File: config.mk
export PLATFORM = sky130hd
export DESIGN_NAME = positional_list_engine_top
export DESIGN_NICKNAME = d
export VERILOG_FILES = /design/src/plm_pkg.sv /design/src/plm_ram.sv /design/src/positional_list_engine_top.sv
export SDC_FILE = /design/constraint.sdc
export NUM_CORES = 1
export LEC_CHECK = 0
export BUFFER_PORTS_ARGS = -buffer_cell sky130_fd_sc_hd__buf_4
export CORE_UTILIZATION = 48
export DETAILED_ROUTE_END_ITERATION = 6
export SYNTH_ARGS = -nofsm -noshare
export SYNTH_HDL_FRONTEND = slang
export SYNTH_SLANG_ARGS = --single-unit
File: constraint.sdc
create_clock -name clock -period 7.2 [get_ports clock]
set_clock_uncertainty 0.1 [all_clocks]
set_input_delay 1.44 -clock clock [delete_from_list [all_inputs] [get_ports clock]]
set_output_delay 1.44 -clock clock [all_outputs]
set_load 0.02 [all_outputs]
File: src/plm_pkg.sv
// Shared types and constants for the positional list engine.
// No dependencies; the top level and the checker in src/ refer to this package by scoped names.
package plm_pkg;

   localparam int CAPACITY_DEFAULT = 64;

   localparam int ACTION_W = 2;
   localparam int POS_W    = 7;
   localparam int VAL_W    = 8;
   localparam int CNT_W    = 7;

   typedef enum logic [ACTION_W-1:0] {
      ACT_INSERT = 2'd0,
      ACT_DELETE = 2'd1,
      ACT_READ   = 2'd2,
      ACT_LOCATE = 2'd3
   } action_type;

   typedef enum logic [3:0] {
      S_IDLE,
      S_INS,
      S_INS_WAIT,
      S_PUT,
      S_DEL,
      S_DEL_WAIT,
      S_RD,
      S_RD_WAIT,
      S_LOC,
      S_LOC_LAST
   } state_type;

endpackage

File: src/plm_ram.sv
// Generic simple dual-port RAM: one write port, one read port with registered read data.
// No dependencies.
module plm_ram #(
   parameter int WIDTH = 8,
   parameter int DEPTH = 64
) (
   input  logic                     clock,
   input  logic                     wr_en,
   input  logic [$clog2(DEPTH)-1:0] wr_addr,
   input  logic [WIDTH-1:0]         wr_data,
   input  logic [$clog2(DEPTH)-1:0] rd_addr,
   output logic [WIDTH-1:0]         rd_data
);

   logic [WIDTH-1:0] mem_ff [DEPTH];
   logic [WIDTH-1:0] rd_data_ff;

   always_ff @(posedge clock) begin
      if (wr_en) begin
         mem_ff[wr_addr] <= wr_data;
      end
      rd_data_ff <= mem_ff[rd_addr];
   end

   assign rd_data = rd_data_ff;

endmodule

File: src/positional_list_engine_top.sv
// Positional list engine: byte list in one RAM plus a length register. Uses plm_pkg, plm_ram.
// A rejected request or a locate on an empty list is answered from idle; an append writes directly,
// a read waits for the registered RAM data, and insert, delete and locate walk over the stored elements.
// Throughput: one request at a time; the walk over the RAM, one element per cycle, sets it.
// Reset (synchronous, active high) empties the list; RAM contents stay undefined.
// The result strobe lasts one cycle and the receiver cannot stall it.
module positional_list_engine_top #(
   parameter int CAPACITY = plm_pkg::CAPACITY_DEFAULT
) (
   input  logic                         clock,
   input  logic                         reset,
   input  logic                         start,
   output logic                         busy,
   input  logic [plm_pkg::ACTION_W-1:0] req_action,
   input  logic [plm_pkg::POS_W-1:0]    req_position,
   input  logic [plm_pkg::VAL_W-1:0]    req_item_value,
   output logic                         rsp_valid,
   output logic                         rsp_ok,
   output logic [plm_pkg::VAL_W-1:0]    rsp_read_value,
   output logic [plm_pkg::POS_W-1:0]    rsp_found_position,
   output logic [plm_pkg::CNT_W-1:0]    rsp_count,
   output logic                         rsp_is_empty
);

   // AW addresses the RAM, LW holds a length up to CAPACITY, CW is a compare width
   // wide enough for both the 7-bit position and the length plus one.
   localparam int AW = $clog2(CAPACITY);
   localparam int LW = $clog2(CAPACITY + 1);
   localparam int CW = ((LW > plm_pkg::POS_W) ? LW : plm_pkg::POS_W) + 1;

   plm_pkg::state_type state_ff, state_in;

   logic [LW-1:0]               len_ff, len_in;
   logic [AW-1:0]               tgt_ff, tgt_in;     // position - 1 of the request
   logic [AW-1:0]               ptr_ff, ptr_in;     // RAM read address of the walk
   logic [plm_pkg::VAL_W-1:0]   val_ff, val_in;
   logic                        mv_valid_ff, mv_valid_in;  // element in flight to be moved
   logic [AW-1:0]               mv_addr_ff, mv_addr_in;
   logic                        cap_ff, cap_in;     // read data is the removed element
   logic [plm_pkg::VAL_W-1:0]   hold_ff, hold_in;
   logic                        cmp_valid_ff, cmp_valid_in;  // read data is a locate candidate
   logic [AW-1:0]               cmp_idx_ff, cmp_idx_in;

   logic                        rsp_valid_ff, rsp_valid_in;
   logic                        rsp_ok_ff, rsp_ok_in;
   logic [plm_pkg::VAL_W-1:0]   rsp_value_ff, rsp_value_in;
   logic [plm_pkg::POS_W-1:0]   rsp_found_ff, rsp_found_in;

   // RAM ports
   logic                        wr_en;
   logic [AW-1:0]               wr_addr;
   logic [plm_pkg::VAL_W-1:0]   wr_data;
   logic [plm_pkg::VAL_W-1:0]   rd_data;

   // Request decode
   logic                        accept;
   logic [CW-1:0]               pos_ext, len_ext, pos_m1;
   logic [LW-1:0]               len_m1;
   logic                        ins_ok, pos_ok, append, list_empty;
   logic                        ptr_at_tgt, ptr_at_last, hit;
   logic [CW-1:0]               found_wide, len_wide;

   assign accept     = start && (state_ff == plm_pkg::S_IDLE);
   assign pos_ext    = CW'(req_position);
   assign len_ext    = CW'(len_ff);
   assign pos_m1     = pos_ext - CW'(1);
   assign len_m1     = len_ff - LW'(1);
   assign list_empty = (len_ff == '0);

   // Insert may go one past the end unless the list is full; delete and read stay inside.
   assign ins_ok = (pos_ext != '0) && (pos_ext <= len_ext + CW'(1))
                   && (len_ext < CW'(CAPACITY));
   assign pos_ok = (pos_ext != '0) && (pos_ext <= len_ext);
   assign append = (pos_ext == len_ext + CW'(1));

   assign ptr_at_tgt  = (ptr_ff == tgt_ff);
   assign ptr_at_last = (ptr_ff == len_m1[AW-1:0]);
   assign hit         = cmp_valid_ff && (rd_data == val_ff);
   assign found_wide  = CW'(cmp_idx_ff) + CW'(1);
   assign len_wide    = CW'(len_ff);

   // Next state
   always_comb begin
      state_in = state_ff;
      unique case (state_ff)
         plm_pkg::S_IDLE: begin
            if (accept) begin
               unique case (plm_pkg::action_type'(req_action))
                  plm_pkg::ACT_INSERT: begin
                     if (ins_ok) begin
                        state_in = append ? plm_pkg::S_PUT : plm_pkg::S_INS;
                     end
                  end
                  plm_pkg::ACT_DELETE: begin
                     if (pos_ok) begin
                        state_in = plm_pkg::S_DEL;
                     end
                  end
                  plm_pkg::ACT_READ: begin
                     if (pos_ok) begin
                        state_in = plm_pkg::S_RD;
                     end
                  end
                  plm_pkg::ACT_LOCATE: begin
                     if (!list_empty) begin
                        state_in = plm_pkg::S_LOC;
                     end
                  end
               endcase
            end
         end
         plm_pkg::S_INS: begin
            if (ptr_at_tgt) begin
               state_in = plm_pkg::S_INS_WAIT;
            end
         end
         plm_pkg::S_INS_WAIT: state_in = plm_pkg::S_PUT;
         plm_pkg::S_PUT:      state_in = plm_pkg::S_IDLE;
         plm_pkg::S_DEL: begin
            if (ptr_at_last) begin
               state_in = plm_pkg::S_DEL_WAIT;
            end
         end
         plm_pkg::S_DEL_WAIT: state_in = plm_pkg::S_IDLE;
         plm_pkg::S_RD:       state_in = plm_pkg::S_RD_WAIT;
         plm_pkg::S_RD_WAIT:  state_in = plm_pkg::S_IDLE;
         plm_pkg::S_LOC: begin
            if (hit) begin
               state_in = plm_pkg::S_IDLE;
            end else if (ptr_at_last) begin
               state_in = plm_pkg::S_LOC_LAST;
            end
         end
         plm_pkg::S_LOC_LAST: state_in = plm_pkg::S_IDLE;
         default:             state_in = plm_pkg::S_IDLE;
      endcase
   end

   // Datapath and result
   always_comb begin
      len_in       = len_ff;
      tgt_in       = tgt_ff;
      ptr_in       = ptr_ff;
      val_in       = val_ff;
      mv_valid_in  = 1'b0;
      mv_addr_in   = mv_addr_ff;
      cap_in       = 1'b0;
      hold_in      = cap_ff ? rd_data : hold_ff;
      cmp_valid_in = 1'b0;
      cmp_idx_in   = cmp_idx_ff;
      rsp_valid_in = 1'b0;
      rsp_ok_in    = rsp_ok_ff;
      rsp_value_in = rsp_value_ff;
      rsp_found_in = rsp_found_ff;

      unique case (state_ff)
         plm_pkg::S_IDLE: begin
            if (accept) begin
               // Latch the request; the target index is only used once validated.
               val_in = req_item_value;
               tgt_in = pos_m1[AW-1:0];
               unique case (plm_pkg::action_type'(req_action))
                  plm_pkg::ACT_INSERT: begin
                     // Walk down from the last element, moving each one up a slot.
                     ptr_in = len_m1[AW-1:0];
                     if (!ins_ok) begin
                        rsp_valid_in = 1'b1;
                        rsp_ok_in    = 1'b0;
                        rsp_value_in = '0;
                        rsp_found_in = '0;
                     end
                  end
                  plm_pkg::ACT_DELETE,
                  plm_pkg::ACT_READ: begin
                     ptr_in = pos_m1[AW-1:0];
                     if (!pos_ok) begin
                        rsp_valid_in = 1'b1;
                        rsp_ok_in    = 1'b0;
                        rsp_value_in = '0;
                        rsp_found_in = '0;
                     end
                  end
                  plm_pkg::ACT_LOCATE: begin
                     ptr_in = '0;
                     if (list_empty) begin
                        rsp_valid_in = 1'b1;
                        rsp_ok_in    = 1'b1;
                        rsp_value_in = '0;
                        rsp_found_in = '0;
                     end
                  end
               endcase
            end
         end
         plm_pkg::S_INS: begin
            mv_valid_in = 1'b1;
            mv_addr_in  = ptr_ff + AW'(1);
            if (!ptr_at_tgt) begin
               ptr_in = ptr_ff - AW'(1);
            end
         end
         plm_pkg::S_INS_WAIT: begin
            // Last moved element is written this cycle; the new value follows.
         end
         plm_pkg::S_PUT: begin
            len_in       = len_ff + LW'(1);
            rsp_valid_in = 1'b1;
            rsp_ok_in    = 1'b1;
            rsp_value_in = '0;
            rsp_found_in = '0;
         end
         plm_pkg::S_DEL: begin
            // First read is the removed element; the rest move down one slot.
            if (ptr_at_tgt) begin
               cap_in = 1'b1;
            end else begin
               mv_valid_in = 1'b1;
               mv_addr_in  = ptr_ff - AW'(1);
            end
            if (!ptr_at_last) begin
               ptr_in = ptr_ff + AW'(1);
            end
         end
         plm_pkg::S_DEL_WAIT: begin
            len_in       = len_ff - LW'(1);
            rsp_valid_in = 1'b1;
            rsp_ok_in    = 1'b1;
            rsp_value_in = cap_ff ? rd_data : hold_ff;
            rsp_found_in = '0;
         end
         plm_pkg::S_RD: begin
            // Read issued at ptr; data arrives next cycle.
         end
         plm_pkg::S_RD_WAIT: begin
            rsp_valid_in = 1'b1;
            rsp_ok_in    = 1'b1;
            rsp_value_in = rd_data;
            rsp_found_in = '0;
         end
         plm_pkg::S_LOC: begin
            if (hit) begin
               rsp_valid_in = 1'b1;
               rsp_ok_in    = 1'b1;
               rsp_value_in = '0;
               rsp_found_in = found_wide[plm_pkg::POS_W-1:0];
            end else begin
               cmp_valid_in = 1'b1;
               cmp_idx_in   = ptr_ff;
               if (!ptr_at_last) begin
                  ptr_in = ptr_ff + AW'(1);
               end
            end
         end
         plm_pkg::S_LOC_LAST: begin
            rsp_valid_in = 1'b1;
            rsp_ok_in    = 1'b1;
            rsp_value_in = '0;
            rsp_found_in = hit ? found_wide[plm_pkg::POS_W-1:0] : '0;
         end
         default: begin
         end
      endcase
   end

   // Control registers
   always_ff @(posedge clock) begin
      if (reset) begin
         state_ff     <= plm_pkg::S_IDLE;
         len_ff       <= '0;
         mv_valid_ff  <= 1'b0;
         cap_ff       <= 1'b0;
         cmp_valid_ff <= 1'b0;
         rsp_valid_ff <= 1'b0;
      end else begin
         state_ff     <= state_in;
         len_ff       <= len_in;
         mv_valid_ff  <= mv_valid_in;
         cap_ff       <= cap_in;
         cmp_valid_ff <= cmp_valid_in;
         rsp_valid_ff <= rsp_valid_in;
      end
   end

   // Payload registers
   always_ff @(posedge clock) begin
      tgt_ff       <= tgt_in;
      ptr_ff       <= ptr_in;
      val_ff       <= val_in;
      mv_addr_ff   <= mv_addr_in;
      hold_ff      <= hold_in;
      cmp_idx_ff   <= cmp_idx_in;
      rsp_ok_ff    <= rsp_ok_in;
      rsp_value_ff <= rsp_value_in;
      rsp_found_ff <= rsp_found_in;
   end

   // Moves never collide with the read: insert writes above the read address,
   // delete writes below it. The new value goes in after the last move.
   assign wr_en   = mv_valid_ff || (state_ff == plm_pkg::S_PUT);
   assign wr_addr = mv_valid_ff ? mv_addr_ff : tgt_ff;
   assign wr_data = mv_valid_ff ? rd_data : val_ff;

   plm_ram #(
      .WIDTH (plm_pkg::VAL_W),
      .DEPTH (CAPACITY)
   ) u_store (
      .clock   (clock),
      .wr_en   (wr_en),
      .wr_addr (wr_addr),
      .wr_data (wr_data),
      .rd_addr (ptr_ff),
      .rd_data (rd_data)
   );

   assign busy               = (state_ff != plm_pkg::S_IDLE);
   assign rsp_valid          = rsp_valid_ff;
   assign rsp_ok             = rsp_ok_ff;
   assign rsp_read_value     = rsp_value_ff;
   assign rsp_found_position = rsp_found_ff;
   // Length holds steady through the result cycle.
   assign rsp_count          = len_wide[plm_pkg::CNT_W-1:0];
   assign rsp_is_empty       = list_empty;

endmodule

==> impl_results.md, run 1 <==
* Leak pwr at 9.12 nW
* Status: finished, final reports clean
* Iteration-0 DRC Markers at between 1,000 and 1,500
* Seq pwr share at 0.405
* NumNets Final at roughly 1,500
* WP data required at around 7400 ps
* Post-synthesis area per instance at about 18 µm²
* Final hold violations at 0
* Top-count cell post-synth: edfxtp_1
* Syn_nets at roughly 1,400
* ANT nets after route at 0
* First-pass DRT Iterations at 5
* Synth top area share at 0.675
* Worst-path clk slew at around 60 ps
* Cell taking the most area after synthesis: edfxtp_1
* Critical path fanouts, max at 7
* Final core utilization at 0.540
* Yosys cell types at 67
* Commonest cells post-synth: edfxtp_1, nor2_1, mux2i_1
* Clk pwr share at 0.276
* Crit. End Element: register
* Non-Filler Instances at roughly 2,200
* Initial core utilization at 0.486
* Fin crit share at 0.525
* Kind of critical path: reg2reg
* Total GRT Usage at 0.214
* Internal Power at between 7 and 8 mW
* Synth top area cells: edfxtp_1, mux4_2, mux4_1
* Tot Pwr at 11.1 mW
* CTS buffer count at 59
* Max Root-Sink Buffers at 3
* Unrepaired setup endpoints after global routing: false
* # rows at 83
* CTS Hold Buffers Added at 0
* Final setup viols at 0
* Hold Path Class: reg2reg
* Max-capacitance violation count at 0
* Via/cell ratio at between 5 and 6
* Die X at approximately 230 µm
* Ys flop type: edfxtp_1
* Hold wc startpoint: ptr_ff[4]$_DFFE_PP_
* Clk_lat worst skew at 630 ps
* Maximum vdd drop at 327 µV
* R2r startpoint: rsp_count[3]$_SDFFE_PP0P_
* Mapped Cells at approximately 1,400
* Core ar. at slightly above 50,000 µm²
* Largest net degree at the start of global routing at around 110
* Mapped cell area at 24,900 µm²
* Worst Hold Slack at around 360 ps
* Max Clk Rate at between 200 and 300 MHz
* Worst setup path start: rsp_count[3]$_SDFFE_PP0P_
* Residual DRC at 0
* Sw Ratio at 0.334
* I/O pins at 46
* Final critical-path required period at 3780 ps
* # H-tree levels at 2
* # port buffers at between 40 and 50
* Sequential area share after synthesis at 0.700
* Total placed cells including tap cells at between 2,000 and 2,500
* Clk sinks at 591
* Vias in the first global route at about 13,000
* Share of post-route cells with drive strength above 1 at 0.167
* First-pass GRT wire length at between 80 and 90 mm
* Async set or reset register ratio after synthesis at 0
* Die Y at around 230 µm
* Setup bufs post-CTS at 0
* Die area at 52,800 µm²
* Relative slew slack at 0.207
* Gate power share at 0.320
* CTS tree: built
* Post-CTS Resized at 0
* Post-synth EDFFs at 560
* Ant. Diodes at 0
* Critical path startpoint category: register
* Pins over their slew limit at 0
* P_sw at ~3.7 mW
* Worst Tran Pin Value at 1190 ps
* CTS Root Buffer Type: clkbuf_16
* Initial antenna violation count at 2
* Area growth syn-to-layout at 11.2%
* GP Congestion at roughly 0.85
* Seq cells post-synth at 591
* Detailed Place HPWL at approximately 33 mm
* Worst Path Arrival at approximately 3900 ps
* WL final at 56.0 mm
* Via count at about 13,000
* Global route overflow at 0
* Post-route setup TNS at 0 ps
* DR WL/cell at ~26 µm
* YS warnings at 0
* Pwr dens at approximately 400 nW/µm²
-- area by class of cell --
type | count | area [µm²]
clock buffers | 70 | 1580
clock inverters | 41 | 372
fillers | 4058 | 23600
inverters | 33 | 124
multi-input cells | 697 | 6820
flip-flops and latches | 591 | 17400
well taps | 680 | 851
repair buffers | 64 | 518
-- metrics by stage --
| step | setup WS, ps | cell area [µm²] |
|---|---|---|
| 2_1_floorplan | 3550 | 24900 |
| 3_3_place_gp | 3220 | 25700 |
| 4_1_cts | 3350 | 27700 |
| 3_5_place_dp | 3160 | 25700 |
| 5_1_grt | 3100 | 27700 |
| 6_report | 3420 | 27700 |
-- sequential cells by signal, summed over array words and instances (netlist names) --
| name | count |
|---|---|
| u_store.mem_ff | 512 |
| hold_ff | 8 |
| rsp_read_value | 8 |
| u_store.rd_data | 8 |
| val_ff | 8 |
| rsp_count | 7 |
| rsp_found_position | 7 |
| cmp_idx_ff | 6 |
| mv_addr_ff | 6 |
| ptr_ff | 6 |
| tgt_ff | 6 |
| state_ff | 4 |
| cap_ff | 1 |
| cmp_valid_ff | 1 |
| mv_valid_ff | 1 |
| rsp_ok | 1 |
| rsp_valid | 1 |
-- per-layer routing --
metal / vias up / share of wire / track usage
met4: 0 / 0.027 / 0.0747
met5: - / 0 / 0
met1: 6690 / 0.44 / 0.304
met3: 91 / 0.052 / 0.0300
li1: 5781 / - / -
met2: 365 / 0.48 / 0.342
-- placed cells by master (no fill, tap or decap), types with 27 or more instances in the layout --
master / count
mux4_2: 63
xnor2_1: 35
dfxtp_1: 31
a21oi_1: 48
buf_4: 61
clkbuf_16: 60
ha_1: 27
mux4_1: 45
a211oi_1: 37
edfxtp_1: 560
nand2_1: 37
mux2i_1: 86
inv_1: 30
nor2_1: 99
-- critical path: stages (launching register included) --
cell       delay (ps)
dfxtp_1           470
clkinv_1          280
nor3_1            460
xnor2_1           130
ha_1              320
and3_1            160
o2111ai_1         120
o211ai_1          170
a211o_1           210
nand3_1           130
a311oi_1          850
-- power by group through the flow --
stage,registers [mW],clock network [mW],logic [mW]
4_1_cts,4.51,3.12,3.61
3_3_place_gp,4.58,0,3.56
2_1_floorplan,4.56,0,2.52
6_report,4.51,3.07,3.56
5_1_grt,4.53,3.24,3.82
3_5_place_dp,4.58,0,3.60
-- final timing paths --
check	to	slack (ps)	cells after the start
setup / recovery	rsp_found_position[4]$_DFFE_PP_	3420	10
hold / removal	cmp_idx_ff[4]$_DFFE_PP_	360	0
setup reg to reg	rsp_found_position[4]$_DFFE_PP_	3420	10
hold reg to reg	cmp_idx_ff[4]$_DFFE_PP_	360	0
-- kinds of logic (layout without fill, tap and decap cells) --
| family | count (synthesis) | in the layout | synth area share |
|---|---|---|---|
| simple gates | 218 | 218 | 0.0400 |
| xor+xnor | 48 | 48 | 0.0186 |
| compound gates | 192 | 192 | 0.0542 |
| fa+ha+maj | 27 | 27 | 0.0136 |
| flops | 591 | 591 | 0.700 |
| buf+inv | 106 | 208 | 0.0267 |
| mux | 212 | 212 | 0.147 |
Power figures use the tool's default switching activity.
==> run 2, diff against run 1 <==
==> constraint.sdc (replaced) <==
create_clock -name clock -period 3.7 [get_ports clock]
set_clock_uncertainty 0.1 [all_clocks]
set_input_delay 0.74 -clock clock [delete_from_list [all_inputs] [get_ports clock]]
set_output_delay 0.74 -clock clock [all_outputs]
set_load 0.02 [all_outputs]
==> run 2 against run 1 <==
Compared with the run above:
- sequential cell count unchanged
- die area unchanged
- clock power up 86%
- maximum frequency up 16%
- highest routed layer unchanged
- final area up 2.2%
- critical path depth up 1
- final cell count up 3.8%
- largest power group unchanged
- wire length up 0.80%
- global-route usage up 0.32 points
- register-to-register slack worse by 3000 ps
- non-clock buffer count up 87
==> impl_results.md, run 2 (same netlist as run 1, synthesis figures left out) <==
* CTS buffer count at 59
* NumNets Final at roughly 1,600
* Maximum vdd drop at 578 µV
* Die area at between 50,000 and 60,000 µm²
* Kind of critical path: reg2reg
* DR WL/cell at about 25 µm
* Max-capacitance violation count at 0
* Clk sinks at 591
* Slowest CP cell: dfxtp_1
* CTS Root Buffer Type: clkbuf_16
* Via count at around 13,000
* Final setup viols at 0
* Busiest layer in global routing: met2
* Critical path startpoint category: register
* Biggest register: u_store.mem_ff
* ANT nets after route at 0
* Dpl cell area at approximately 26,000 µm²
* Share of post-route cells with drive strength above 1 at 0.203
* Pwr dens at approximately 770 nW/µm²
* Final critical-path required period at between 3000 and 4000 ps
* Iteration-0 DRC Markers at 1,341
* Core ar. at 51,300 µm²
* Largest net degree at the start of global routing at between 80 and 90
* Post-route setup TNS at 0 ps
* Final core utilization at 0.552
* Max Root-Sink Buffers at 3
* Leak pwr at 9.54 nW
* Setup bufs post-CTS at 0
* Critical path fanouts, max at 8
* Max Clk Rate at 306 MHz
* Seq pwr share at 0.403
* Die X at around 230 µm
* Clk_lat worst skew at 630 ps
* I/O pins at 46
* Max incr delay on CP at roughly 450 ps
* Total GRT Usage at 0.217
* Final hold violations at 0
* Crit-path cells: clkinv_1 -> nor3_1 -> xnor2_1 -> ha_1 -> and3_1 -> o2111ai_1 -> o211ai_1 -> a211o_1 -> nand3_1 -> a311oi_1 -> buf_4
* Worst Path Arrival at ~3500 ps
* CTS tree: built
* Relative slew slack at 0.213
* Status: finished, final reports clean
* Via/cell ratio at 5.83
* First-pass GRT wire length at ~85 mm
* Crit. End Element: register
* First-pass DRT Iterations at 5
* Hold Path Class: in2reg
* Met2 usage at 0.349
* GP Congestion at 0.856
* CTS Hold Buffers Added at 0
* Ant. Diodes at 0
* Max FFs per register at slightly above 500
* # port buffers at 45
* Initial antenna violation count at 1
* Post-CTS Resized at 0
* Most frequent cells in the layout: edfxtp_1, buf_4, nor2_1
* Vias in the first global route at 13,100
* WP data required at roughly 3900 ps
* Residual DRC at 0
* Initial core utilization at 0.486
* # rows at 83
* P_sw at ~7.2 mW
* Die Y at roughly 230 µm
* Total placed cells including tap cells at approximately 2,200
* Clk pwr share at 0.262
* Pins over their slew limit at 0
* Global route overflow at 0
* GR Layer Usage met3 at 0.0294
* Gate power share at 0.335
* Non-Filler Instances at between 2,000 and 2,500
* WL final at 56.5 mm
* Hold depth at 1
* Leading cell type in the layout, fill and taps excluded: edfxtp_1
* Design Area, Final at about 28,000 µm²
* Internal Power at ~15 mW
* Worst Tran Pin Value at about 1200 ps
* Worst-path clk slew at 70 ps
* Met1 usage at 0.309
* Sw Ratio at 0.329
* Reg2reg path depth at 11
* Fin crit share at 0.883
* Unrepaired setup endpoints after global routing: false
* Detailed Place HPWL at between 30 and 40 mm
* # H-tree levels at 2
* Area growth syn-to-layout at 13.6%
* Tot Pwr at approximately 22 mW
## run 2: changes by cell type in the layout (fill, tap and decap cells not counted), moves of 3 or more
| cell | delta |
|---|---|
| buf_12 | +6 |
| clkinvlp_4 | -4 |
| clkinv_2 | -7 |
| clkbuf_1 | +17 |
| buf_4 | +81 |
| clkbuf_8 | -3 |
| clkinv_1 | -5 |
## run 2: final timing paths
check	slack (ps)	from	endpoint
min	190	req_item_value[3]	val_ff[3]$_DFFE_PP_
max	430	rsp_count[3]$_SDFFE_PP0P_	rsp_read_value[2]$_DFFE_PP_
min reg2reg	380	hold_ff[0]$_DFF_P_	hold_ff[0]$_DFF_P_
max reg2reg	430	rsp_count[3]$_SDFFE_PP0P_	rsp_read_value[2]$_DFFE_PP_
## run 2: per-layer routing
metal / wire [µm] / vias up
li1: - / 5933
met1: 24800 / 6753
met2: 27200 / 404
met3: 2970 / 82
met4: 1460 / 0
met5: 0 / -
## run 2: cell type report
type / count / area [µm²]
Multi-Input combinational cell: 697 / 6810
Timing Repair Buffer: 151 / 1250
Tap cell: 680 / 851
Sequential cell: 591 / 17400
Clock buffer: 84 / 1600
Inverter: 33 / 124
Fill cell: 4027 / 23000
Clock inverter: 23 / 224
## run 2: metrics by stage
| stage | hold WS, ps | setup WS [ps] |
|---|---|---|
| final | 193 | 431 |
| after global routing | 168 | 210 |
| after CTS | 152 | 411 |
| after detailed placement | 365 | 425 |
| after global placement | 358 | 474 |
| after floorplan | 321 | 251 |
## run 2: power by group through the flow
stage	sequential (mW)	combinational (mW)	clock (mW)
2_1_floorplan	8.87	4.89	0
3_3_place_gp	8.89	7.30	0
3_5_place_dp	8.90	7.35	0
4_1_cts	8.77	7.37	5.82
5_1_grt	8.80	7.80	6.08
6_report	8.76	7.29	5.70
## run 2: critical path: cells and delay by family, from the launching register on
family,cells,cell delay [ps]
AO/OA/AOI/OAI,4,780
AND/OR/NAND/NOR,3,740
flip-flops,1,450
buffers and inverters,2,450
adder cells (fa/ha/maj),1,320
XOR/XNOR,1,130
==> run 3, diff against run 2 <==
--- a/config.mk
+++ b/config.mk
@@ -8,6 +8,7 @@
 export BUFFER_PORTS_ARGS = -buffer_cell sky130_fd_sc_hd__buf_4
 export CORE_UTILIZATION = 48
 export DETAILED_ROUTE_END_ITERATION = 6
+export PLACE_DENSITY = 0.62
 export SYNTH_ARGS = -nofsm -noshare
 export SYNTH_HDL_FRONTEND = slang
 export SYNTH_SLANG_ARGS = --single-unit
==> run 3 against run 2 <==
Compared with the run above:
- global-route usage is 0.36 points higher
- final area hardly changed
- sequential share of layout area hardly changed
- final cell count is 0.13% lower
- clock-buffer cell count is 8 lower
- critical path depth stayed put
- worst hold slack worse by 13 ps
- critical path type unchanged
==> impl_results.md, run 3 (same netlist as run 1, synthesis figures left out) <==
* Worst Path Arrival at around 3600 ps
* FF-to-FF End: rsp_read_value[3]$_DFFE_PP_
* Post-route setup TNS at 0 ps
* Worst setup path end: rsp_read_value[3]$_DFFE_PP_
* Max-capacitance violation count at 0
* Clk pwr share at 0.273
* Vias in the first global route at 13,500
* Iteration-0 DRC Markers at ~1,400
* Relative slew slack at 0.392
* Residual DRC at 0
* # rows at between 80 and 90
* Pins over their slew limit at 0
* Leak pwr at around 9.5 nW
* Status: finished, final reports clean
* Max FFs per register at between 500 and 600
* Max Root-Sink Buffers at 3
* Tot Pwr at roughly 22 mW
* Final setup viols at 0
* Unrepaired setup endpoints after global routing: false
* Leading cell type in the layout, fill and taps excluded: edfxtp_1
* CTS Hold Buffers Added at 0
* Gate power share at 0.326
* Largest net degree at the start of global routing at 65
* Max Clk Rate at ~290 MHz
* Clk_lat worst skew at around 630 ps
* Final critical-path required period at between 3000 and 4000 ps
* Die Y at approximately 230 µm
* CTS Root Buffer Type: clkbuf_16
* Initial core utilization at 0.486
* Crit-path cells: clkinv_1 -> nor3_1 -> xnor2_1 -> ha_1 -> and3_1 -> o2111ai_1 -> o211ai_1 -> a211o_1 -> nand3_1 -> a311oi_1 -> buf_4
* Reg2Reg Setup Slack at approximately 310 ps
* CTS buffer count at between 50 and 60
* Worst setup path start: rsp_count[3]$_SDFFE_PP0P_
* First-pass DRT Iterations at 5
* Area growth syn-to-layout at 13.6%
* Final hold violations at 0
* Post-CTS Resized at 0
* Slowest CP cell: nor3_1
* # H-tree levels at 2
* Global route overflow at 0
* Worst-path clk slew at 70 ps
* Share of post-route cells with drive strength above 1 at 0.204
* Initial antenna violation count at 2
* WP data required at 3940 ps
* Hold Path Class: in2reg
* WL final at 57.2 mm
* Die area at roughly 53,000 µm²
* Critical path fanouts, max at 8
* Most frequent cells in the layout: edfxtp_1, buf_4, nor2_1
* Sw Ratio at 0.329
* Die X at roughly 230 µm
* Internal Power at ~15 mW
* Clk sinks at 591
* Critical path startpoint category: register
* Detailed Place HPWL at about 36 mm
* CTS tree: built
* P_sw at 7.21 mW
* Biggest register: u_store.mem_ff
* Ant. Diodes at 0
* NumNets Final at 1,574
* Core ar. at 51,300 µm²
* ANT nets after route at 0
* First-pass GRT wire length at approximately 86 mm
* Kind of critical path: reg2reg
* # port buffers at 45
* Via/cell ratio at 5.92
* Via count at roughly 13,000
* Worst Tran Pin Value at approximately 910 ps
* Seq pwr share at 0.401
* GP Congestion at 0.892
* Maximum vdd drop at 476 µV
* I/O pins at 46
* Crit. End Element: register
* R2r startpoint: rsp_count[3]$_SDFFE_PP0P_
* DR WL/cell at roughly 25 µm
* Fin crit share at 0.917
* Max incr delay on CP at roughly 470 ps
* Total GRT Usage at 0.221
* Reg2reg path depth at 11
* Pwr dens at between 700 and 800 nW/µm²
* Setup bufs post-CTS at 0
run 3: power groups by stage:
stage,Combinational (mW),Sequential [mW],Clock [mW]
after CTS,7.22,8.78,6.10
final,7.15,8.78,5.99
after detailed placement,7.20,8.92,0
after global routing,7.67,8.83,6.33
after floorplan,4.89,8.87,0
after global placement,7.09,8.91,0
run 3: final cells by class:
cell class / count / area [µm²]
multi-input combinational: 697 / 6810
timing repair buffer: 145 / 1150
sequential: 591 / 17400
inverter: 33 / 124
fill: 4061 / 23000
clock buffer: 76 / 1580
clock inverter: 34 / 357
tap: 680 / 851
run 3: worst min-delay path by stage:
| stage | slack [ps] | startpoint | cells past startpoint | endpoint |
|---|---|---|---|---|
| 6_report | 180 | req_item_value[2] | 1 | val_ff[2]$_DFFE_PP_ |
| 5_1_grt | 160 | req_item_value[7] | 1 | val_ff[7]$_DFFE_PP_ |
| 3_5_place_dp | 370 | hold_ff[2]$_DFF_P_ | 1 | hold_ff[2]$_DFF_P_ |
| 2_1_floorplan | 320 | ptr_ff[2]$_DFFE_PP_ | 0 | cmp_idx_ff[2]$_DFFE_PP_ |
| 3_3_place_gp | 360 | hold_ff[1]$_DFF_P_ | 1 | hold_ff[1]$_DFF_P_ |
| 4_1_cts | 160 | req_item_value[7] | 1 | val_ff[7]$_DFFE_PP_ |
run 3: metal layers:
| metal | vias to the layer above | GRT usage | part of all wire |
|---|---|---|---|
| li1 | 5932 | - | - |
| met1 | 6880 | 0.319 | 0.44 |
| met2 | 433 | 0.338 | 0.46 |
| met3 | 116 | 0.0339 | 0.058 |
| met4 | 4 | 0.0888 | 0.036 |
| met5 | - | 0 | 0.00037 |
run 3: per-stage QoR:
stage	hold WS, ps	setup WS, ps	cells	util	cell area (µm²)
CTS	159	317	2256	0.552	28300
floorplan	321	251	1394	-	24900
detailed placement	368	322	2146	0.514	26400
global route	163	119	2256	0.552	28300
finish	180	308	2256	0.552	28300
global placement	359	402	2146	0.514	26400
run 3: worst max-delay path: cells and delay by family (launching register included):
kind                       cells  cell delay (ps)
AOI/OAI and AO/OA              4              850
DFF                            1              460
and+or+nand+nor                3              760
xor gates and xnor gates       1              130
adders and majority gates      1              330
buffers and inverters          2              470
